===== config.mk =====
export PLATFORM = sky130hd
export DESIGN_NAME = bridge_command_line_parser
export DESIGN_NICKNAME = d
export VERILOG_FILES = /design/src/rtl/bcl_pkg.sv /design/src/rtl/bridge_command_line_parser.sv /design/src/rtl/bcl_front.sv /design/src/rtl/bcl_queue.sv /design/src/rtl/bcl_back.sv
export SDC_FILE = /design/constraint.sdc
export NUM_CORES = 1
export LEC_CHECK = 0
export BUFFER_PORTS_ARGS = -buffer_cell sky130_fd_sc_hd__clkbuf_2
export CORE_MARGIN = 1.5
export CORE_UTILIZATION = 46
export DETAILED_ROUTE_END_ITERATION = 16
export SLEW_MARGIN = 5
export SYNTH_ARGS = -nofsm -noshare
export SYNTH_HDL_FRONTEND = slang
export SYNTH_SLANG_ARGS = --single-unit
export TNS_END_PERCENT = 100

===== constraint.sdc =====
create_clock -name clk -period 5.2 [get_ports clk]
set_clock_uncertainty 0.15 [all_clocks]
set_input_delay 0.78 -clock clk [delete_from_list [all_inputs] [get_ports clk]]
set_output_delay 0.78 -clock clk [all_outputs]
set_load 0.01 [all_outputs]

===== src/rtl/bcl_pkg.sv =====
// Shared types and constants of the bridge command line parser.
// No dependencies; every other file of the block imports this package.
package bcl_pkg;

    localparam int MAX_DATA_BYTES = 32;
    localparam int ADDRESS_WIDTH  = 16;
    localparam int CNT_W          = $clog2(MAX_DATA_BYTES + 1);
    localparam int QUEUE_DEPTH    = 4;
    localparam int QPTR_W         = $clog2(QUEUE_DEPTH);

    typedef enum logic [2:0] {
        IF_UNDEFINED = 3'd0,
        IF_I2C       = 3'd1,
        IF_SPI       = 3'd2,
        IF_UART      = 3'd3,
        IF_GPIO      = 3'd4
    } iface_t;

    typedef enum logic [1:0] {
        ST_OK       = 2'd0,
        ST_MISSING  = 2'd1,
        ST_BADHEX   = 2'd2,
        ST_OVERFLOW = 2'd3
    } status_t;

    localparam logic KIND_BYTE    = 1'b0;
    localparam logic KIND_SUMMARY = 1'b1;

    typedef struct packed {
        logic [7:0] char_in;
        logic       end_of_command;
    } in_t;

    typedef struct packed {
        logic        result_kind;
        logic [7:0]  data_byte;
        logic [4:0]  byte_index;
        logic [2:0]  interface_type;
        logic        is_write;
        logic [15:0] device_address;
        logic [15:0] register_address;
        logic [5:0]  data_length;
        logic [1:0]  status;
        logic        last;
    } out_t;

    typedef struct packed {
        logic        has_byte;
        logic [7:0]  data_byte;
        logic [4:0]  byte_index;
        logic        has_summary;
        logic [2:0]  interface_type;
        logic        is_write;
        logic [15:0] device_address;
        logic [15:0] register_address;
        logic [5:0]  data_length;
        logic [1:0]  status;
    } event_t;

endpackage


===== src/rtl/bridge_command_line_parser.sv =====
// Top level of the bridge command line parser: front end, event queue, back end.
// Depends on bcl_pkg, bcl_front, bcl_queue and bcl_back.
//
// The parser takes one command character per cycle while the output side keeps up.
// Each character is parsed in the cycle it is accepted and leaves at most one event
// in a four-entry queue; the back end turns each event into one result item per cycle
// while res_stall is low, or two (a data byte, then the summary) when the final
// character also completes a data byte. Each result passes through the queue and the
// output register, and cmd_stall rises only when the queue is full.
module bridge_command_line_parser
    import bcl_pkg::*;
(
    input  logic clk,
    input  logic rst_n,
    input  logic cmd_valid,
    output logic cmd_stall,
    input  in_t  cmd,
    output logic res_valid,
    input  logic res_stall,
    output out_t res
);

    event_t ev;
    event_t head;
    logic   push;
    logic   pop;
    logic   empty;
    logic   full;

    assign cmd_stall = full;

    bcl_front u_front (
        .clk    (clk),
        .rst_n  (rst_n),
        .accept (cmd_valid && !full),
        .item   (cmd),
        .push   (push),
        .ev     (ev)
    );

    bcl_queue u_queue (
        .clk       (clk),
        .rst_n     (rst_n),
        .push      (push),
        .push_data (ev),
        .pop       (pop),
        .head      (head),
        .empty     (empty),
        .full      (full)
    );

    bcl_back u_back (
        .clk       (clk),
        .rst_n     (rst_n),
        .head      (head),
        .empty     (empty),
        .pop       (pop),
        .res_stall (res_stall),
        .res_valid (res_valid),
        .res       (res)
    );

endmodule


===== src/rtl/bcl_front.sv =====
// Front end: folds, splits and parses characters and builds at most one event per item.
// Depends on bcl_pkg.
module bcl_front
    import bcl_pkg::*;
(
    input  logic   clk,
    input  logic   rst_n,
    input  logic   accept,
    input  in_t    item,
    output logic   push,
    output event_t ev
);

    logic [2:0]               field_reg, field_next;
    logic                     inside_reg, inside_next;
    logic [7:0]               kw_reg [5];
    logic [7:0]               kw_next [5];
    logic [2:0]               kw_len_reg, kw_len_next;
    logic [7:0]               act_char_reg, act_char_next;
    logic [1:0]               act_len_reg, act_len_next;
    logic [ADDRESS_WIDTH-1:0] addr_reg, addr_next;
    logic [ADDRESS_WIDTH-1:0] regad_reg, regad_next;
    logic [4:0]               pend_reg, pend_next;
    logic [CNT_W-1:0]         cnt_reg, cnt_next;
    logic [1:0]               err_reg, err_next;

    logic [7:0]  c;
    logic        delim;
    logic        hex_ok;
    logic [3:0]  hex_val;
    logic        emit_byte;
    logic [3:0]  fields;
    logic [2:0]  iface;
    logic [31:0] addr_ext;
    logic [31:0] regad_ext;
    logic [31:0] cnt_ext;

    always_comb
    begin
        c = item.char_in;
        if (c >= 8'h41 && c <= 8'h5A)
        begin
            c = c + 8'd32;
        end
        delim = (c == 8'h3B) || (c == 8'h2C);
        hex_ok  = 1'b0;
        hex_val = 4'd0;
        if (c >= 8'h30 && c <= 8'h39)
        begin
            hex_ok  = 1'b1;
            hex_val = 4'(c - 8'h30);
        end
        else if (c >= 8'h61 && c <= 8'h66)
        begin
            hex_ok  = 1'b1;
            hex_val = 4'(c - 8'h57);
        end
    end

    always_comb
    begin
        field_next    = field_reg;
        inside_next   = inside_reg;
        kw_next       = kw_reg;
        kw_len_next   = kw_len_reg;
        act_char_next = act_char_reg;
        act_len_next  = act_len_reg;
        addr_next     = addr_reg;
        regad_next    = regad_reg;
        pend_next     = pend_reg;
        cnt_next      = cnt_reg;
        err_next      = err_reg;
        emit_byte     = 1'b0;
        if (delim)
        begin
            if (inside_reg)
            begin
                inside_next = 1'b0;
                if (field_reg < 3'd5)
                begin
                    field_next = field_reg + 3'd1;
                end
            end
        end
        else
        begin
            inside_next = 1'b1;
            case (field_reg)
                3'd0:
                begin
                    if (kw_len_reg < 3'd5)
                    begin
                        for (int i = 0; i < 5; i++)
                        begin
                            if (kw_len_reg == 3'(i))
                            begin
                                kw_next[i] = c;
                            end
                        end
                        kw_len_next = kw_len_reg + 3'd1;
                    end
                end
                3'd1:
                begin
                    if (act_len_reg == 2'd0)
                    begin
                        act_char_next = c;
                    end
                    if (act_len_reg < 2'd2)
                    begin
                        act_len_next = act_len_reg + 2'd1;
                    end
                end
                3'd2, 3'd3:
                begin
                    if (!hex_ok)
                    begin
                        if (err_reg == ST_OK)
                        begin
                            err_next = ST_BADHEX;
                        end
                    end
                    else if (field_reg == 3'd2)
                    begin
                        addr_next = {addr_reg[ADDRESS_WIDTH-5:0], hex_val};
                    end
                    else
                    begin
                        regad_next = {regad_reg[ADDRESS_WIDTH-5:0], hex_val};
                    end
                end
                3'd4:
                begin
                    if (!hex_ok)
                    begin
                        if (err_reg == ST_OK)
                        begin
                            err_next = ST_BADHEX;
                        end
                    end
                    else if (pend_reg[4])
                    begin
                        pend_next = 5'd0;
                        if (cnt_reg < CNT_W'(MAX_DATA_BYTES))
                        begin
                            emit_byte = 1'b1;
                            cnt_next  = cnt_reg + CNT_W'(1);
                        end
                        else if (err_reg == ST_OK)
                        begin
                            err_next = ST_OVERFLOW;
                        end
                    end
                    else
                    begin
                        pend_next = {1'b1, hex_val};
                    end
                end
                default:
                begin
                end
            endcase
        end
    end

    always_comb
    begin
        iface = IF_UNDEFINED;
        if (kw_len_next == 3'd3 && kw_next[0] == 8'h69 && kw_next[1] == 8'h32
            && kw_next[2] == 8'h63)
        begin
            iface = IF_I2C;
        end
        else if (kw_len_next == 3'd3 && kw_next[0] == 8'h73 && kw_next[1] == 8'h70
            && kw_next[2] == 8'h69)
        begin
            iface = IF_SPI;
        end
        else if (kw_len_next == 3'd4 && kw_next[0] == 8'h75 && kw_next[1] == 8'h61
            && kw_next[2] == 8'h72 && kw_next[3] == 8'h74)
        begin
            iface = IF_UART;
        end
        else if (kw_len_next == 3'd4 && kw_next[0] == 8'h67 && kw_next[1] == 8'h70
            && kw_next[2] == 8'h69 && kw_next[3] == 8'h6F)
        begin
            iface = IF_GPIO;
        end
        fields    = {1'b0, field_next} + {3'd0, inside_next};
        addr_ext  = 32'(addr_next);
        regad_ext = 32'(regad_next);
        cnt_ext   = 32'(cnt_next);

        ev.has_byte         = emit_byte;
        ev.data_byte        = {pend_reg[3:0], hex_val};
        ev.byte_index       = 32'(cnt_reg) > 0 ? cnt_ext[4:0] - 5'd1 : 5'd0;
        ev.has_summary      = item.end_of_command;
        ev.interface_type   = iface;
        ev.is_write         = (act_len_next == 2'd1) && (act_char_next == 8'h77);
        ev.device_address   = addr_ext[15:0];
        ev.register_address = regad_ext[15:0];
        ev.data_length      = cnt_ext[5:0];
        ev.status           = (fields < 4'd5) ? ST_MISSING : err_next;
        push                = accept && (emit_byte || item.end_of_command);
    end

    always_ff @(posedge clk or negedge rst_n)
    begin
        if (!rst_n)
        begin
            field_reg    <= 3'd0;
            inside_reg   <= 1'b0;
            kw_len_reg   <= 3'd0;
            act_char_reg <= 8'd0;
            act_len_reg  <= 2'd0;
            addr_reg     <= '0;
            regad_reg    <= '0;
            pend_reg     <= 5'd0;
            cnt_reg      <= '0;
            err_reg      <= ST_OK;
            for (int i = 0; i < 5; i++)
            begin
                kw_reg[i] <= 8'd0;
            end
        end
        else if (accept)
        begin
            if (item.end_of_command)
            begin
                field_reg    <= 3'd0;
                inside_reg   <= 1'b0;
                kw_len_reg   <= 3'd0;
                act_char_reg <= 8'd0;
                act_len_reg  <= 2'd0;
                addr_reg     <= '0;
                regad_reg    <= '0;
                pend_reg     <= 5'd0;
                cnt_reg      <= '0;
                err_reg      <= ST_OK;
                for (int i = 0; i < 5; i++)
                begin
                    kw_reg[i] <= 8'd0;
                end
            end
            else
            begin
                field_reg    <= field_next;
                inside_reg   <= inside_next;
                kw_reg       <= kw_next;
                kw_len_reg   <= kw_len_next;
                act_char_reg <= act_char_next;
                act_len_reg  <= act_len_next;
                addr_reg     <= addr_next;
                regad_reg    <= regad_next;
                pend_reg     <= pend_next;
                cnt_reg      <= cnt_next;
                err_reg      <= err_next;
            end
        end
    end

endmodule


===== src/rtl/bcl_queue.sv =====
// Short event queue between the parser front end and the result sequencer.
// Depends on bcl_pkg.
module bcl_queue
    import bcl_pkg::*;
(
    input  logic   clk,
    input  logic   rst_n,
    input  logic   push,
    input  event_t push_data,
    input  logic   pop,
    output event_t head,
    output logic   empty,
    output logic   full
);

    event_t            mem_reg [QUEUE_DEPTH];
    logic [QPTR_W-1:0] wr_reg, wr_next;
    logic [QPTR_W-1:0] rd_reg, rd_next;
    logic [QPTR_W:0]   count_reg, count_next;

    always_comb
    begin
        empty      = (count_reg == '0);
        full       = (count_reg == (QPTR_W + 1)'(QUEUE_DEPTH));
        head       = mem_reg[rd_reg];
        wr_next    = push ? wr_reg + QPTR_W'(1) : wr_reg;
        rd_next    = pop ? rd_reg + QPTR_W'(1) : rd_reg;
        count_next = count_reg + (QPTR_W + 1)'(push) - (QPTR_W + 1)'(pop);
    end

    always_ff @(posedge clk)
    begin
        if (push)
        begin
            mem_reg[wr_reg] <= push_data;
        end
    end

    always_ff @(posedge clk or negedge rst_n)
    begin
        if (!rst_n)
        begin
            wr_reg    <= '0;
            rd_reg    <= '0;
            count_reg <= '0;
        end
        else
        begin
            wr_reg    <= wr_next;
            rd_reg    <= rd_next;
            count_reg <= count_next;
        end
    end

endmodule


===== src/rtl/bcl_back.sv =====
// Back end: turns queued events into one or two result items in an output register.
// Depends on bcl_pkg.
module bcl_back
    import bcl_pkg::*;
(
    input  logic   clk,
    input  logic   rst_n,
    input  event_t head,
    input  logic   empty,
    output logic   pop,
    input  logic   res_stall,
    output logic   res_valid,
    output out_t   res
);

    logic out_valid_reg, out_valid_next;
    out_t out_reg, out_next;
    logic byte_done_reg, byte_done_next;
    logic load;

    always_comb
    begin
        load           = !out_valid_reg || !res_stall;
        out_valid_next = out_valid_reg;
        out_next       = out_reg;
        byte_done_next = byte_done_reg;
        pop            = 1'b0;
        if (load)
        begin
            out_valid_next = !empty;
            out_next       = '0;
            if (!empty)
            begin
                if (head.has_byte && !byte_done_reg)
                begin
                    out_next.result_kind = KIND_BYTE;
                    out_next.data_byte   = head.data_byte;
                    out_next.byte_index  = head.byte_index;
                    out_next.last        = !head.has_summary;
                    pop                  = !head.has_summary;
                    byte_done_next       = head.has_summary;
                end
                else
                begin
                    out_next.result_kind      = KIND_SUMMARY;
                    out_next.interface_type   = head.interface_type;
                    out_next.is_write         = head.is_write;
                    out_next.device_address   = head.device_address;
                    out_next.register_address = head.register_address;
                    out_next.data_length      = head.data_length;
                    out_next.status           = head.status;
                    out_next.last             = 1'b1;
                    pop                       = 1'b1;
                    byte_done_next            = 1'b0;
                end
            end
        end
        res_valid = out_valid_reg;
        res       = out_reg;
    end

    always_ff @(posedge clk)
    begin
        out_reg <= out_next;
    end

    always_ff @(posedge clk or negedge rst_n)
    begin
        if (!rst_n)
        begin
            out_valid_reg <= 1'b0;
            byte_done_reg <= 1'b0;
        end
        else
        begin
            out_valid_reg <= out_valid_next;
            byte_done_reg <= byte_done_next;
        end
    end

endmodule

==> metrics.log <==
INFO  metric area_growth_syn_to_layout = 13.57%
INFO  metric drt-vias-per-instance = 5.621
INFO  metric routed_wl = 36470 um
INFO  metric syn_avg_cell_area = approximately 15 um^2
INFO  metric vdd_ir_drop_max = around 0.25 mV
INFO  metric tritoncts_buffers = 42
INFO  metric clk_latency = approximately 0.55 ns
INFO  metric ctsHoldBuffers = 0
INFO  metric sw_frac_of_total = a little under a third
INFO  metric routed-via-count = approximately 10000
INFO  metric worst-path-buf-inv = 4
INFO  metric combinational_group_share_of_total_power = around 28%
INFO  metric cts_tree = done
INFO  metric critical_path.startpoint_type = input port
INFO  metric holdCritPathClass = input port to asynchronous set/reset pin
INFO  metric status = completed
INFO  metric setup-tns-final = 0 ns
INFO  metric routabilityCongestion = ~0.84
INFO  metric final.period_utilization = about three quarters
INFO  metric row_count = a little over 70
INFO  metric initial_utilization = between 40 and 50%
INFO  metric drtIter0Drc = around 800
INFO  metric asyncSetResetFlopFracSynth = about 26%
INFO  metric grt_overflow_total = 0
INFO  metric post-route-worst-setup-slack = 1.223 ns
INFO  metric grt_start_max_net_pins = between 80 and 90
INFO  metric worstMarginPinSlew = 1.077 ns
INFO  metric crit_path_cell_trace = clkbuf_2 > ha_1 > or3b_1 > or2_4 > o22ai_1 > a211oi_1 > nand3_2 > inv_1 > xnor2_1 > inv_1 > ha_1 > inv_1 > nor3_1 > mux2_1
INFO  metric power.density_cell_area = around 510 nW/um^2
INFO  metric crit_path_end_kind = flop
INFO  metric top_level_ports = 74
INFO  metric antenna_found_initial = 0
INFO  metric worst_r2r_path_depth = 12
INFO  metric critical_path_peak_fanout = 12
INFO  metric synth_sequential_area_ratio = 65.62%
INFO  metric path_common_cell = sky130_fd_sc_hd__inv_1
INFO  metric clk_transition_reported_paths = roughly 0.06 ns
INFO  metric drt_drc_violations_left = 0
INFO  metric rsz0062_at_grt = false
INFO  metric flip_flop_count_of_the_largest_register_after_layout = around 240
INFO  metric clock_sinks = roughly 400
INFO  metric max_slew_violations = 0
INFO  metric drive_gt1_share = about 22%
INFO  metric worstPathArrival = between 4 and 5 ns
INFO  metric vias_in_the_first_global_route = 10344
INFO  metric period_needed = about 4.0 ns
INFO  metric clock.fmax = approximately 0.25 GHz
INFO  metric n_antenna_cell = 0
INFO  metric synth_area = ~17000 um^2
INFO  metric clk_root_buffer_cell = sky130_fd_sc_hd__clkbuf_16
INFO  metric post_synth_num_cell_types = 79
INFO  metric leakage = approximately 7.4 nW
INFO  metric layout.cells.most_common = sky130_fd_sc_hd__edfxtp_1
INFO  metric hold_violations = 0
INFO  metric power_frac_seq = 44.3%
INFO  metric number_of_buffers_between_clock_root_and_the_deepest_sink = 3
INFO  metric nets_in_the_synthesized_netlist = approximately 1200
INFO  metric pre_cts_slack = 0.6917 ns
INFO  metric drtPass1Iterations = 5
INFO  metric wl_per_cell = between 15 and 20 um
INFO  metric core-area = about 37000 um^2
INFO  metric dieArea = between 30000 and 40000 um^2
INFO  metric slew-limit-headroom = around 28%
INFO  metric grt_pass1_wl = a little under 60000 um
INFO  metric post_cts_setup_bufs = 0
INFO  metric ctsResizeCount = 0
INFO  metric io_buffer_count = 73
INFO  metric path_type_of_the_worst_setup_path = input port to flop
INFO  metric hpwl = 22510 um
INFO  metric ys_ff_latch = between 300 and 400
INFO  metric drt.antenna.violating_nets = 0
INFO  metric groute.usage.overall = between 10% and 20%
INFO  metric ys_dominant_reg_cell = sky130_fd_sc_hd__edfxtp_1
INFO  metric design_area = approximately 20000 um^2
INFO  metric cp_data_required_time = approximately 5.3 ns
INFO  metric syn-instance-count = roughly 1200
INFO  metric placed_area = roughly 18000 um^2
INFO  metric worst_hold_slack = between 0.03 and 0.04 ns
INFO  metric maxCapViolCount = 0
INFO  metric net_switching = approximately 0.0031 W
INFO  metric setup_viol = 0
INFO  metric critical_path.max_stage_delay = 0.44 ns
INFO  metric nets = 1322
INFO  metric die_w = 197.6 um
INFO  metric mostFrequentLayoutCells = sky130_fd_sc_hd__edfxtp_1 (295), sky130_fd_sc_hd__nand2_1 (108), sky130_fd_sc_hd__dfrtp_1 (101), sky130_fd_sc_hd__o21ai_0 (90), sky130_fd_sc_hd__clkbuf_2 (72)
INFO  metric cts.htree.levels = 2
INFO  metric cell_type_group_with_the_largest_total_delay_on_the_critical_path = simple AND/OR/NAND/NOR gates
INFO  metric cpMaxStageDelayCell = sky130_fd_sc_hd__xnor2_1
INFO  metric internal-power = ~0.0071 W
INFO  metric cp.depth = 14
INFO  metric share_clk_of_total_power = approximately 28%
INFO  metric yosys_warnings = 0
INFO  metric floorplan.die.height = about 200 um
INFO  metric post_synth_edffs = 295
-- logic make-up (layout without fill, tap and decap cells) --
group / after synthesis / count (layout) / synth area share (%)
multiplexers: 113 / 113 / 11.04
adder cells (fa/ha/maj): 28 / 28 / 2.053
XOR/XNOR: 15 / 15 / 0.8400
flip-flops: 398 / 398 / 65.62
AND/OR/NAND/NOR: 315 / 315 / 9.477
buffers and inverters: 97 / 214 / 2.211
AO/OA/AOI/OAI: 230 / 230 / 8.752
-- cell type report --
type / instances / area [um^2]
Tap cell: 511 / 639.4
Clock buffer: 60 / 1149
Multi-Input combinational cell: 701 / 5620
Inverter: 29 / 108.9
Clock inverter: 16 / 145.1
Sequential cell: 398 / 11440
Fill cell: 3170 / 17700
Timing Repair Buffer: 109 / 688.2
-- synth_stat cells (all sizes together) (4+ instances only) --
| cell | count | area share, % |
|---|---|---|
| edfxtp | 295 | 51 |
| nand2 | 109 | 2.3 |
| dfrtp | 103 | 15 |
| o21ai | 95 | 2.9 |
| a22oi | 63 | 2.7 |
| mux4 | 59 | 7.6 |
| nor2b | 51 | 1.8 |
| clkbuf | 50 | 1.1 |
| nor2 | 37 | 0.83 |
| mux2 | 34 | 2.2 |
| inv | 28 | 0.60 |
| ha | 27 | 1.9 |
| mux2i | 20 | 1.2 |
| nor3 | 20 | 0.57 |
| a21oi | 19 | 0.55 |
| and3 | 19 | 0.68 |
| buf | 18 | 0.51 |
| nand4 | 17 | 0.68 |
| xnor2 | 11 | 0.64 |
| nand3 | 10 | 0.32 |
| and2 | 8 | 0.29 |
| o22ai | 8 | 0.29 |
| a22o | 7 | 0.35 |
| nand2b | 7 | 0.27 |
| nand4b | 6 | 0.30 |
| nand3b | 5 | 0.22 |
| o31ai | 5 | 0.22 |
| nor4 | 4 | 0.14 |
| or2 | 4 | 0.16 |
| xor2 | 4 | 0.20 |
-- power by group through the flow --
stage / combinational [W] / clock [W] / sequential, W
6_report: 0.00285 / 0.00282 / 0.00451
4_1_cts: 0.00291 / 0.00290 / 0.00451
2_1_floorplan: 0.00194 / 0 / 0.00459
3_5_place_dp: 0.00290 / 0 / 0.00457
3_3_place_gp: 0.00288 / 0 / 0.00455
5_1_grt: 0.00317 / 0.00301 / 0.00458
-- path summary, 6_finish.rpt --
path                                                    end                             start  slack, ns
min in group clk             u_front.kw_reg[29]$_DFFE_PN0P_    u_front.kw_reg[29]$_DFFE_PN0P_       0.35
min reg2reg                  u_front.kw_reg[29]$_DFFE_PN0P_    u_front.kw_reg[29]$_DFFE_PN0P_       0.35
max reg2reg                u_queue.mem_reg[3][49]$_DFFE_PP_  u_front.field_reg[0]$_DFFE_PN0P_       1.50
min                        u_front.addr_reg[12]$_DFFE_PN0P_                             rst_n       0.04
max                        u_queue.mem_reg[3][49]$_DFFE_PP_                            cmd[7]       1.22
max in group asynchronous    u_front.kw_reg[15]$_DFFE_PN0P_                             rst_n       3.94
-- per-layer routing --
layer  GRT usage (%)  vias to the layer above  part of all wire (%)
li1                -                     4766                     -
met1           27.49                     5233                    46
met2           31.17                      201                    48
met3           3.278                       53                   4.0
met4           5.739                        0                   2.0
met5               0                        -                     0
-- metrics by stage --
step / cells / util, % / total power, W
after global routing: 1824 / 52.79 / 0.01077
after floorplan: 1196 / - / 0.006524
final: 1824 / 52.79 / 0.01018
after CTS: 1824 / 52.79 / 0.01032
after global placement: 1748 / 49.34 / 0.007431
after detailed placement: 1748 / 49.34 / 0.007476
No activity file was read; power rests on OpenSTA's default activity.
